==> src/hdl/pon_pkg.sv <==
`timescale 1ns / 1ps
// Shared types and constants for the probe overlap and neighbour check.
package pon_pkg;

    localparam int COORD_WIDTH = 20;
    localparam int RADIUS_W    = 10;
    localparam int CELL_SIZE_W = 16;
    localparam int DIAM_W      = 11;
    localparam int CUTOFF_W    = 16;
    localparam int CFG_DATA_W  = 16;
    localparam int CFG_INDEX_W = 2;

    // cell size is never below 256, so a cell index needs 8 bits fewer than a coordinate
    localparam int CELL_SHIFT = 8;
    localparam int CELL_W     = COORD_WIDTH - CELL_SHIFT;
    localparam int DIFF_W     = COORD_WIDTH + 1;
    localparam int REACH_W    = DIAM_W + 1;
    localparam int D2_W       = 2 * DIFF_W + 2;

    localparam logic [CELL_SIZE_W-1:0] CELL_MIN = CELL_SIZE_W'(256);

    localparam logic [CELL_SIZE_W-1:0] CELL_SIZE_RESET = CELL_SIZE_W'(2560);
    localparam logic [DIAM_W-1:0]      DIAM_RESET      = DIAM_W'(717);
    localparam logic [CUTOFF_W-1:0]    CUTOFF_RESET    = CUTOFF_W'(896);

    localparam logic OP_TARGET = 1'b0;
    localparam logic OP_ATOM   = 1'b1;

    typedef enum logic [CFG_INDEX_W-1:0] {
        REG_CELL_SIZE      = 2'd0,
        REG_PROBE_DIAMETER = 2'd1,
        REG_CUTOFF         = 2'd2
    } cfg_reg_t;

    typedef struct packed {
        logic                          op;
        logic signed [COORD_WIDTH-1:0] pos_x;
        logic signed [COORD_WIDTH-1:0] pos_y;
        logic signed [COORD_WIDTH-1:0] pos_z;
        logic [RADIUS_W-1:0]           atom_radius;
        logic                          last_atom;
    } item_t;

    typedef struct packed {
        logic placement_ok;
        logic collided;
        logic has_neighbor;
    } result_t;

endpackage

==> src/hdl/probe_overlap_neighbor_check.sv <==
`timescale 1ns / 1ps
// Top level: probe placement check against a stream of candidate atoms.
//
//  channel  | handshake                     | word
//  ---------+-------------------------------+--------------------------------
//  item     | item_valid / item_stall       | item_t: op, position, radius, last
//  result   | result_valid / result_stall   | result_t: ok, collided, neighbour
//  cfg      | cfg_valid / cfg_ready         | cfg_index, cfg_data
//
// Each item goes through these steps from accept to the next accept: the bit-serial squarers
// of the axis differences run with the three cell dividers alongside, RUN sees them all idle,
// SUM sums the squares and tests the cells, FIN compares and updates the flags (a last item
// waits there while a held result is stalled), and IDLE accepts the next word.
// One item is in work at a time; item_stall is high from accept until it completes.
// A finished result waits in the output register; a stalled result holds only the last item.
// Reset restores the configuration defaults, the target at the origin in cell zero and
// clear flags.
module probe_overlap_neighbor_check
    import pon_pkg::*;
(
    input  logic                   clk,
    input  logic                   rst_n,
    input  logic                   item_valid,
    output logic                   item_stall,
    input  item_t                  item,
    output logic                   result_valid,
    input  logic                   result_stall,
    output result_t                result,
    input  logic                   cfg_valid,
    output logic                   cfg_ready,
    input  logic [CFG_INDEX_W-1:0] cfg_index,
    input  logic [CFG_DATA_W-1:0]  cfg_data
);

    localparam int MAG_W = COORD_WIDTH - 1;
    localparam logic [CELL_W:0] DC_ONE       = (CELL_W+1)'(1);
    localparam logic [CELL_W:0] DC_MINUS_ONE = {(CELL_W+1){1'b1}};

    typedef enum logic [3:0] {
        ST_IDLE = 4'b0001,
        ST_RUN  = 4'b0010,
        ST_SUM  = 4'b0100,
        ST_FIN  = 4'b1000
    } state_t;

    state_t state_reg;
    state_t state_next;

    logic [CELL_SIZE_W-1:0] cell_size_reg;
    logic [DIAM_W-1:0]      probe_diameter_reg;
    logic [CUTOFF_W-1:0]    cutoff_reg;

    logic signed [COORD_WIDTH-1:0] tpos_reg [3];
    logic [CELL_W-1:0]             tcell_reg [3];
    logic                          collision_reg;
    logic                          neighbor_reg;
    logic                          op_reg;
    logic                          last_reg;
    logic [2:0]                    sign_reg;
    logic                          near_reg;
    logic [D2_W-1:0]               d2_reg;
    logic                          result_valid_reg;
    result_t                       result_reg;

    logic signed [COORD_WIDTH-1:0] pos [3];
    logic [MAG_W-1:0]              dividend [3];
    logic [DIFF_W-1:0]             mag [3];
    logic [MAG_W-1:0]              quo [3];
    logic [CELL_W-1:0]             cell_idx [3];
    logic [2*DIFF_W-1:0]           sq [3];
    logic [2:0]                    div_busy;
    logic [2:0]                    sqr_busy;
    logic [2:0]                    axis_near;

    logic                          start;
    logic                          any_busy;
    logic [CELL_SIZE_W-1:0]        cell_eff;
    logic [REACH_W-1:0]            reach;
    logic [2*REACH_W-1:0]          reach2;
    logic [2*CUTOFF_W-1:0]         cut2;
    logic                          reach_busy;
    logic                          cut_busy;
    logic [D2_W-1:0]               d2_sum;
    logic                          coll_hit;
    logic                          nb_hit;
    logic                          coll_new;
    logic                          nb_new;
    logic                          out_free;
    logic                          fin_go;

    assign cfg_ready    = 1'b1;
    assign item_stall   = (state_reg != ST_IDLE);
    assign start        = item_valid && !item_stall;
    assign result_valid = result_valid_reg;
    assign result       = result_reg;

    assign pos[0] = item.pos_x;
    assign pos[1] = item.pos_y;
    assign pos[2] = item.pos_z;

    assign cell_eff = (cell_size_reg < CELL_MIN) ? CELL_MIN : cell_size_reg;

    genvar a;
    generate
        for (a = 0; a < 3; a++)
        begin : g_axis
            logic [DIFF_W-1:0] fwd;
            logic [DIFF_W-1:0] rev;
            logic [CELL_W:0]   dc;

            // floor of a negative p is the complement of floor(~p / c)
            assign dividend[a] = pos[a][COORD_WIDTH-1] ? ~pos[a][MAG_W-1:0]
                                                       : pos[a][MAG_W-1:0];

            // magnitude stays within 2^COORD_WIDTH, so it fits in DIFF_W bits
            assign fwd    = {tpos_reg[a][COORD_WIDTH-1], tpos_reg[a]}
                          - {pos[a][COORD_WIDTH-1], pos[a]};
            assign rev    = {pos[a][COORD_WIDTH-1], pos[a]}
                          - {tpos_reg[a][COORD_WIDTH-1], tpos_reg[a]};
            assign mag[a] = fwd[DIFF_W-1] ? rev : fwd;

            pon_div #(
                .DIVIDEND_W (MAG_W),
                .DIVISOR_W  (CELL_SIZE_W)
            ) u_div (
                .clk      (clk),
                .rst_n    (rst_n),
                .start    (start),
                .dividend (dividend[a]),
                .divisor  (cell_eff),
                .busy     (div_busy[a]),
                .quotient (quo[a])
            );

            pon_sqr #(
                .WIDTH (DIFF_W)
            ) u_sqr (
                .clk     (clk),
                .rst_n   (rst_n),
                .start   (start),
                .operand (mag[a]),
                .busy    (sqr_busy[a]),
                .square  (sq[a])
            );

            assign cell_idx[a] = sign_reg[a] ? ~{1'b0, quo[a][CELL_W-2:0]}
                                             : {1'b0, quo[a][CELL_W-2:0]};
            assign dc      = {cell_idx[a][CELL_W-1], cell_idx[a]}
                           - {tcell_reg[a][CELL_W-1], tcell_reg[a]};
            assign axis_near[a] = (dc == '0) || (dc == DC_ONE) || (dc == DC_MINUS_ONE);
        end
    endgenerate

    assign reach = {1'b0, probe_diameter_reg} + {1'b0, item.atom_radius, 1'b0};

    pon_sqr #(
        .WIDTH (REACH_W)
    ) u_sqr_reach (
        .clk     (clk),
        .rst_n   (rst_n),
        .start   (start),
        .operand (reach),
        .busy    (reach_busy),
        .square  (reach2)
    );

    pon_sqr #(
        .WIDTH (CUTOFF_W)
    ) u_sqr_cut (
        .clk     (clk),
        .rst_n   (rst_n),
        .start   (start),
        .operand (cutoff_reg),
        .busy    (cut_busy),
        .square  (cut2)
    );

    assign any_busy = (|div_busy) || (|sqr_busy) || reach_busy || cut_busy;

    assign d2_sum = {2'b00, sq[0]} + {2'b00, sq[1]} + {2'b00, sq[2]};

    // collision compares 4*d2 with (diameter + 2*radius)^2, so no halving is needed
    assign coll_hit = near_reg
                   && ({d2_reg, 2'b00} <= {{(D2_W+2-2*REACH_W){1'b0}}, reach2});
    assign nb_hit   = near_reg && (d2_reg <= {{(D2_W-2*CUTOFF_W){1'b0}}, cut2});

    // a target word clears both flags
    assign coll_new = (op_reg == OP_ATOM) ? (collision_reg || coll_hit) : 1'b0;
    assign nb_new   = (op_reg == OP_ATOM) ? (neighbor_reg || nb_hit) : 1'b0;

    assign out_free = !result_valid_reg || !result_stall;
    assign fin_go   = (state_reg == ST_FIN) && (!last_reg || out_free);

    always_comb
    begin
        state_next = state_reg;
        case (state_reg)
            ST_IDLE:
            begin
                if (start)
                begin
                    state_next = ST_RUN;
                end
            end
            ST_RUN:
            begin
                if (!any_busy)
                begin
                    state_next = ST_SUM;
                end
            end
            ST_SUM:
            begin
                state_next = ST_FIN;
            end
            ST_FIN:
            begin
                if (fin_go)
                begin
                    state_next = ST_IDLE;
                end
            end
            default:
            begin
                state_next = ST_IDLE;
            end
        endcase
    end

    always_ff @(posedge clk or negedge rst_n)
    begin
        if (!rst_n)
        begin
            state_reg          <= ST_IDLE;
            cell_size_reg      <= CELL_SIZE_RESET;
            probe_diameter_reg <= DIAM_RESET;
            cutoff_reg         <= CUTOFF_RESET;
            for (int i = 0; i < 3; i++)
            begin
                tpos_reg[i]  <= '0;
                tcell_reg[i] <= '0;
            end
            collision_reg    <= 1'b0;
            neighbor_reg     <= 1'b0;
            op_reg           <= OP_TARGET;
            last_reg         <= 1'b0;
            result_valid_reg <= 1'b0;
        end
        else
        begin
            state_reg <= state_next;

            if (cfg_valid && cfg_ready)
            begin
                case (cfg_index)
                    REG_CELL_SIZE:      cell_size_reg      <= cfg_data[CELL_SIZE_W-1:0];
                    REG_PROBE_DIAMETER: probe_diameter_reg <= cfg_data[DIAM_W-1:0];
                    REG_CUTOFF:         cutoff_reg         <= cfg_data[CUTOFF_W-1:0];
                    default:            ;
                endcase
            end

            if (start)
            begin
                op_reg   <= item.op;
                last_reg <= item.last_atom;
                if (item.op == OP_TARGET)
                begin
                    for (int i = 0; i < 3; i++)
                    begin
                        tpos_reg[i] <= pos[i];
                    end
                end
            end

            if (fin_go)
            begin
                collision_reg <= last_reg ? 1'b0 : coll_new;
                neighbor_reg  <= last_reg ? 1'b0 : nb_new;
                if (op_reg == OP_TARGET)
                begin
                    for (int i = 0; i < 3; i++)
                    begin
                        tcell_reg[i] <= cell_idx[i];
                    end
                end
            end

            if (fin_go && last_reg)
            begin
                result_valid_reg <= 1'b1;
            end
            else if (!result_stall)
            begin
                result_valid_reg <= 1'b0;
            end
        end
    end

    always_ff @(posedge clk)
    begin
        if (start)
        begin
            sign_reg <= {pos[2][COORD_WIDTH-1], pos[1][COORD_WIDTH-1], pos[0][COORD_WIDTH-1]};
        end
        if (state_reg == ST_SUM)
        begin
            d2_reg   <= d2_sum;
            near_reg <= &axis_near;
        end
        if (fin_go && last_reg)
        begin
            result_reg.placement_ok <= !coll_new && nb_new;
            result_reg.collided     <= coll_new;
            result_reg.has_neighbor <= nb_new;
        end
    end

endmodule

==> src/hdl/pon_div.sv <==
`timescale 1ns / 1ps
// Restoring divider, one quotient bit per cycle.
module pon_div #(
    parameter int DIVIDEND_W = 19,
    parameter int DIVISOR_W  = 16
) (
    input  logic                  clk,
    input  logic                  rst_n,
    input  logic                  start,
    input  logic [DIVIDEND_W-1:0] dividend,
    input  logic [DIVISOR_W-1:0]  divisor,
    output logic                  busy,
    output logic [DIVIDEND_W-1:0] quotient
);

    localparam int CNT_W = $clog2(DIVIDEND_W + 1);

    logic [CNT_W-1:0]      count_reg;
    logic [CNT_W-1:0]      count_next;
    logic [DIVISOR_W-1:0]  divisor_reg;
    logic [DIVISOR_W-1:0]  rem_reg;
    logic [DIVISOR_W-1:0]  rem_next;
    logic [DIVIDEND_W-1:0] quo_reg;
    logic [DIVIDEND_W-1:0] quo_next;
    logic [DIVISOR_W:0]    trial;
    logic [DIVISOR_W:0]    trial_sub;
    logic                  fits;

    assign busy     = (count_reg != '0);
    assign quotient = quo_reg;

    // bring down the next dividend bit and try the subtract
    assign trial     = {rem_reg, quo_reg[DIVIDEND_W-1]};
    assign trial_sub = trial - {1'b0, divisor_reg};
    assign fits      = (trial >= {1'b0, divisor_reg});

    always_comb
    begin
        count_next = count_reg;
        rem_next   = rem_reg;
        quo_next   = quo_reg;
        if (start)
        begin
            count_next = CNT_W'(DIVIDEND_W);
            rem_next   = '0;
            quo_next   = dividend;
        end
        else if (busy)
        begin
            count_next = count_reg - CNT_W'(1);
            rem_next   = fits ? trial_sub[DIVISOR_W-1:0] : trial[DIVISOR_W-1:0];
            quo_next   = {quo_reg[DIVIDEND_W-2:0], fits};
        end
    end

    always_ff @(posedge clk or negedge rst_n)
    begin
        if (!rst_n)
        begin
            count_reg <= '0;
        end
        else
        begin
            count_reg <= count_next;
        end
    end

    always_ff @(posedge clk)
    begin
        rem_reg <= rem_next;
        quo_reg <= quo_next;
        if (start)
        begin
            divisor_reg <= divisor;
        end
    end

endmodule

==> src/hdl/pon_sqr.sv <==
`timescale 1ns / 1ps
// Shift-and-add squarer, one multiplier bit per cycle.
module pon_sqr #(
    parameter int WIDTH = 21
) (
    input  logic               clk,
    input  logic               rst_n,
    input  logic               start,
    input  logic [WIDTH-1:0]   operand,
    output logic               busy,
    output logic [2*WIDTH-1:0] square
);

    localparam int CNT_W = $clog2(WIDTH + 1);

    logic [CNT_W-1:0]     count_reg;
    logic [CNT_W-1:0]     count_next;
    logic [WIDTH-1:0]     mcand_reg;
    logic [2*WIDTH-1:0]   prod_reg;
    logic [2*WIDTH-1:0]   prod_next;
    logic [WIDTH:0]       upper_sum;

    assign busy   = (count_reg != '0);
    assign square = prod_reg;

    // add into the upper half, then shift the whole product right
    assign upper_sum = {1'b0, prod_reg[2*WIDTH-1:WIDTH]}
                     + (prod_reg[0] ? {1'b0, mcand_reg} : {(WIDTH+1){1'b0}});

    always_comb
    begin
        count_next = count_reg;
        prod_next  = prod_reg;
        if (start)
        begin
            count_next = CNT_W'(WIDTH);
            prod_next  = {{WIDTH{1'b0}}, operand};
        end
        else if (busy)
        begin
            count_next = count_reg - CNT_W'(1);
            prod_next  = {upper_sum, prod_reg[WIDTH-1:1]};
        end
    end

    always_ff @(posedge clk or negedge rst_n)
    begin
        if (!rst_n)
        begin
            count_reg <= '0;
        end
        else
        begin
            count_reg <= count_next;
        end
    end

    always_ff @(posedge clk)
    begin
        prod_reg <= prod_next;
        if (start)
        begin
            mcand_reg <= operand;
        end
    end

endmodule
==> config.mk <==
export PLATFORM = sky130hd
export DESIGN_NAME = probe_overlap_neighbor_check
export DESIGN_NICKNAME = d
export VERILOG_FILES = /design/src/hdl/pon_pkg.sv /design/src/hdl/probe_overlap_neighbor_check.sv /design/src/hdl/pon_div.sv /design/src/hdl/pon_sqr.sv
export SDC_FILE = /design/constraint.sdc
export NUM_CORES = 2
export LEC_CHECK = 0
export BUFFER_PORTS_ARGS = -buffer_cell sky130_fd_sc_hd__clkbuf_2
export CAP_MARGIN = 20
export CORE_MARGIN = 4
export CORE_UTILIZATION = 55
export CTS_CLUSTER_DIAMETER = 40
export CTS_CLUSTER_SIZE = 40
export DETAILED_ROUTE_END_ITERATION = 12
export PLACE_DENSITY = 0.82
export SLEW_MARGIN = 10
export SYNTH_ARGS = -nofsm -noshare
export SYNTH_HDL_FRONTEND = slang
export SYNTH_SLANG_ARGS = --single-unit
export TNS_END_PERCENT = 20
==> constraint.sdc <==
create_clock -name clk -period 6.8 [get_ports clk]
set_input_delay 0.34 -clock clk [delete_from_list [all_inputs] [get_ports clk]]
set_output_delay 0.34 -clock clk [all_outputs]
set_load 0.01 [all_outputs]
== Word level (Yosys, flattened, before mapping) ==
Cells that the tools add are included.

* Flip-flop bits (word level): 632
* Bits of input ports: 95
* Output and inout bits: 6
* Word-level logic and storage cells: 222

* $add $sub $neg: 28
* Magnitude comparators: 6
* Eq/ne operators: 17
* Mux-type cells: 59
* Bitwise operators: 8
* Reductions and logical operators: 53

{| class="wikitable"
|+ Operator list
! cell !! count
|-
| $mux W21 || 12
|-
| $mux W19 || 9
|-
| $sub A20 B20 Y21 || 6
|-
| $mux W16 || 6
|-
| $mux W12 || 6
|-
| $mux W5 || 14
|-
| $add A21 B21 Y22 || 3
|-
| $not A19 Y19 || 3
|-
| $ge A17 B16 Y1 || 3
|-
| $sub A16 B16 Y16 || 3
|-
| $le A46 B24 Y1 || 1
|-
| $add A43 B42 Y44 || 1
|-
| $le A44 B32 Y1 || 1
|-
| $add A42 B42 Y43 || 1
|-
| $eq A13 B1 Y1 const B || 3
|-
| $eq A13 B13 Y1 const B || 3
|-
| $logic_not A13 Y1 || 3
|-
| $sub A12 B12 Y13 || 3
|-
| $not A11 Y12 || 3
|-
| $reduce_bool A5 Y1 || 7
|-
| $sub A5 B1 Y5 const B || 7
|-
| $mux W4 || 5
|-
| $add A16 B16 Y17 || 1
|-
| $lt A16 B9 Y1 const B || 1
|-
| 24 further kinds || 66
|}

== Longest topological paths before layout ==
* Depth in word-level cells: 7
* Mapped depth: 17
* Gate-level depth less buffers: 16

== By module ==
Synthesis repeated with hierarchy kept, for this count alone.

* Cells, all modules: 4882
* Area, all modules: 46696.0 sq um

{| class="wikitable"
|+ By module, submodules not included
! module !! times used !! cells an instance !! area each (sq um) !! sequential area each (sq um)
|-
| probe_overlap_neighbor_check || 1 || 2381 || 20642.3 || 5250.0
|-
| pon_sqr (g_axis[1].u_sqr ...) || 2 || 376 || 3860.0 || 1806.7
|-
| pon_div (g_axis[1].u_div ...) || 2 || 312 || 3181.8 || 1496.4
|-
| pon_sqr (g_axis[0].u_sqr) || 1 || 376 || 3862.5 || 1806.7
|-
| pon_div (g_axis[0].u_div) || 1 || 293 || 3076.7 || 1496.4
|-
| pon_sqr (u_sqr_cut) || 1 || 273 || 2969.1 || 1406.3
|-
| pon_sqr (u_sqr_reach) || 1 || 183 || 2062.0 || 1061.0
|}

== Worst setup path before layout ==
OpenSTA, ideal clock, no wires.

* Path kind: flip-flop to flip-flop
* Start: register state_reg[2]
* End: register d2_reg[0] (enable)
* Setup time: 0.576 ns
* Arrival: 5.255 ns
* Required time: 6.224 ns
* Slack: 0.969 ns
* Stages on the path, launching flop included: 3
* Path buffers: 1
* Clock period less this slack: 5.831 ns
* Path through: dfrtp_1 clkbuf_1 nor4b_1

* Longest elaborated chain between the ends: 1

{| class="wikitable"
|+ RTL lines
! element !! RTL line !! source
|-
| start: declaration || probe_overlap_neighbor_check.sv:46 || <nowiki>state_t state_reg;</nowiki>
|-
| start signal: assignment || probe_overlap_neighbor_check.sv:251 || <nowiki>state_reg <= state_next;</nowiki>
|-
| $eq A4 B3 Y1 || probe_overlap_neighbor_check.sv:306 || <nowiki>if (state_reg == ST_SUM)</nowiki>
|-
| end signal: assignment || probe_overlap_neighbor_check.sv:308 || <nowiki>d2_reg <= d2_sum;</nowiki>
|-
| end: declaration || probe_overlap_neighbor_check.sv:61 || <nowiki>logic [D2_W-1:0] d2_reg;</nowiki>
|}

No other way between the ends.
A chain may end at the register's enable or synchronous reset.

== Final worst setup path ==
* Start: register g_axis[0].u_sqr.prod_reg[7]
* End: register d2_reg[43] (data pin)

* Longest elaborated chain between the ends: 2

{| class="wikitable"
|+ RTL lines
! element !! RTL line !! source
|-
| start: declaration || pon_sqr.sv:19 || <nowiki>logic [2*WIDTH-1:0] prod_reg;</nowiki>
|-
| start signal: assignment || pon_sqr.sv:60 || <nowiki>prod_reg <= prod_next;</nowiki>
|-
| $add A42 B42 Y43 || probe_overlap_neighbor_check.sv:180 || <nowiki>assign d2_sum = {2'b00, sq[0]} + {2'b00, sq[1]} + {2'b00, sq[2]};</nowiki>
|-
| $add A43 B42 Y44 || probe_overlap_neighbor_check.sv:180 ||
|-
| net d2_sum[43] || probe_overlap_neighbor_check.sv:83 || <nowiki>logic [D2_W-1:0] d2_sum;</nowiki>
|}

The timed path passes the listed nets, and every way through them passes these cells.

==> results_dict.tcl <==
set metrics [dict create \
    status "completed" \
    leakagePower_nw 22.1 \
    finalCriticalPeriod_ps 4510 \
    cp-start-kind "register" \
    maxCapViolations 0 \
    cp.required_ps 7210 \
    cts_tree "built" \
    antenna_found_initial 4 \
    grt_usage_pct 26.4 \
    finalMaxSlewViolations 0 \
    power_w 0.0283 \
    path_clk_slew_ps 60 \
    maxSlewHeadroom_pct 27.8 \
    area_growth_pct 13.4 \
    die_w_um 287 \
    arrival_ps 4920 \
    cts_buffers 102 \
    tns_ps 0 \
    rsz0062_at_grt "false" \
    p_clk_share_pct 19.1 \
    grt.overflow.total 0 \
    worstSetupPathType "reg -> reg" \
    switching_power_w 0.0124 \
    rows 102 \
    dieArea_mm2 0.0826 \
    setup_viol 0 \
    fin_nets 5325 \
    holdCritPathClass "in -> reg" \
    final_cells 5884 \
    post_cts_buffers 0 \
    max_freq_ghz 0.222 \
    post-route-drc-count 0 \
    clk_path_buf_depth 3 \
    syn_inst 4630 \
    p_per_area_mw_per_mm2 581 \
    drive_gt1_share_pct 9.93 \
    wire_per_inst_um 18.7 \
    ctsHoldBuffers 68 \
    dpl.cell_count 5618 \
    cts_resized 0 \
    place_congestion 0.937 \
    internal_power_w 0.0158 \
    drt_iter0_markers 2870 \
    seqPwrFrac_pct 26.5 \
    drt-vias-per-instance 5.83 \
    critPathMaxFanout 4 \
    core-area_mm2 0.0775 \
    fin_crit_sh_pct 66.3 \
    ys_types 96 \
    synth_edf_count 306 \
    drtAntennaViolNets 0 \
    seq_area_frac_synth_pct 38.8 \
    htreeDepth 3 \
    tightest_slew_ps 1080 \
    ys_async_sr_fraction_pct 29.6 \
    dominantRegCellSynth "edfxtp_1" \
    vias 34300 \
    fp.dieH_um 287 \
    sw_frac_of_total_pct 44.0 \
    largest_reg_flops 126 \
    worst_skew_pair.late_latency_ps 680 \
    yosysWarnings 0 \
    io_buffers 99 \
    grt_first_pass_wirelength_mm 176 \
    grt_pass1_vias 33300 \
    pin_count 101 \
    clkSinkCount 632 \
    dp_hpwl_mm 79.9 \
    peakVddDrop_v 0.000357 \
    drt-total-wl_mm 110 \
    cts_root_buffer "clkbuf_16" \
    netlist_area_mm2 0.0429 \
    hold_violations 0 \
    finClkSkew_ps 40.9 \
    synth.avg_cell_area_um2 9.27 \
    grt_max_degree 154 \
    ys_ff_latch 632 \
    p_comb_share_pct 54.5 \
    drtPass1Iterations 6 \
    filler_cell_count 5980 \
    initial_utilization_pct 55.4 \
    crit_path_end_kind "register" \
    syn_nets 5202 \
]
[worst paths after layout]
path                                            from  slack (ps)  depth (start not counted)                endpoint
setup / recovery           g_axis[0].u_sqr.square[7]        2290                         13              d2_reg[43]
hold / removal                              item[31]          30                          3            tpos_reg[20]
setup reg to reg           g_axis[0].u_sqr.square[7]        2290                         13              d2_reg[43]
hold reg to reg               u_sqr_reach.square[18]         480                          2  u_sqr_reach.square[18]
max in group asynchronous                      rst_n        5120                          3  u_sqr_cut.count_reg[2]
min in group asynchronous                      rst_n         260                          2           tcell_reg[14]
[logic make-up (layout without fill, tap and decap cells)]
family | after synthesis | in the layout | share of synthesized area [%]
AND/OR/NAND/NOR | 1360 | 1360 | 14.7
AO/OA/AOI/OAI | 1194 | 1194 | 17.4
flip-flops | 632 | 632 | 38.8
buffers and inverters | 532 | 745 | 4.72
adder cells (fa/ha/maj) | 477 | 477 | 15.0
XOR/XNOR | 321 | 321 | 6.58
multiplexers | 113 | 113 | 2.85
other | 1 | 2 | 0.00873
[power by group through the flow]
| stage | sequential, W | clock [W] | combinational, W |
|---|---|---|---|
| CTS | 0.00747 | 0.00544 | 0.0151 |
| global placement | 0.00745 | 0 | 0.0145 |
| detailed placement | 0.00751 | 0 | 0.0149 |
| global route | 0.00763 | 0.00564 | 0.0170 |
| floorplan | 0.00698 | 0 | 0.0114 |
| finish | 0.00748 | 0.00539 | 0.0154 |
[layout by cell type, fill, tap and decap left out, types with 33 or more instances in the layout]
cell,n
nor2_1,261
fa_1,61
dfxtp_1,139
nor3_1,78
xnor2_1,205
inv_1,353
a21o_1,150
clkbuf_16,103
nand4_1,35
nand2b_1,33
o21ai_0,377
dlygate4sd3_1,68
mux2_2,75
a211oi_1,52
a21oi_1,340
nand2_1,603
edfxtp_1,306
mux2i_1,38
o21a_1,39
and2_1,110
ha_1,416
dfrtp_1,175
nor2b_1,67
clkbuf_2,98
xor2_1,114
nand3_1,39
[cell type report]
class | instances | area (um2) | share of cell area, %
Multi-Input combinational cell | 3466 | 24400 | 50.0
Sequential cell | 632 | 16700 | 34.2
Clock buffer | 114 | 2670 | 5.48
Timing Repair Buffer | 197 | 1440 | 2.95
Inverter | 354 | 1340 | 2.74
Tap cell | 1040 | 1300 | 2.67
Clock inverter | 80 | 933 | 1.92
Antenna cell | 1 | 2.50 | 0.00514
[critical path, cell delays in order (launching register included)]
cell and delay (ps):
edfxtp_1 430, fa_1 530, ha_1 380, a21o_1 190
a221o_1 400, a221o_2 350, a31oi_1 420, o21ba_2 280
o21ai_1 130, o21ba_2 230, o41ai_2 410, o21ai_0 240
a21oi_1 200, nor2b_1 60
[synth_stat cells (11+ instances only)]
library cell	count	area (um2)
fa_1	61	1220
a211oi_1	52	390
a21oi_1	340	1700
dfstp_2	12	315
edfxtp_1	306	9190
nand2_1	603	2260
or2_2	12	75.1
o31ai_1	11	82.6
nor2b_1	67	419
and3_1	20	125
a31o_2	15	131
o21bai_1	30	225
nor4b_1	12	105
or3_1	13	81.3
a31oi_1	27	169
dfrtp_1	175	4380
nor3_1	78	390
nand3b_1	13	97.6
inv_1	353	1330
nor2_1	263	987
o21ai_0	378	1890
nand4_1	35	219
mux2i_1	38	380
nand2b_1	33	206
a21o_1	150	1130
clkbuf_1	139	522
o21a_1	39	293
dfxtp_1	139	2780
buf_2	12	60.1
or4_1	11	82.6
nor4_1	27	169
o211ai_1	16	120
and2_1	110	688
mux2_2	75	845
ha_1	416	5200
a21boi_0	17	128
buf_1	23	86.3
xor2_1	114	998
xnor2_1	205	1800
nand3_1	40	200
[layer usage]
metal	wire [um]	GRT usage, %	up-vias
met1	46200	34.8	16300
met3	7020	3.48	281
met2	51700	43.7	1175
met5	11	0	-
li1	-	-	16500
met4	4930	11.1	2
[stage by stage]
stage          cell area, um2  util, %  worst slack [ps]  hold WS (ps)
2_1_floorplan           42900        -               969          44.4
3_3_place_gp            44400     57.3              2570           403
3_5_place_dp            44400     57.3              2420           407
4_1_cts                 48700     62.8              2370          3.43
5_1_grt                 48700     62.9              2060          17.3
6_report                48700     62.9              2290          31.0
Note: power is estimated with default switching activity, not from simulation.
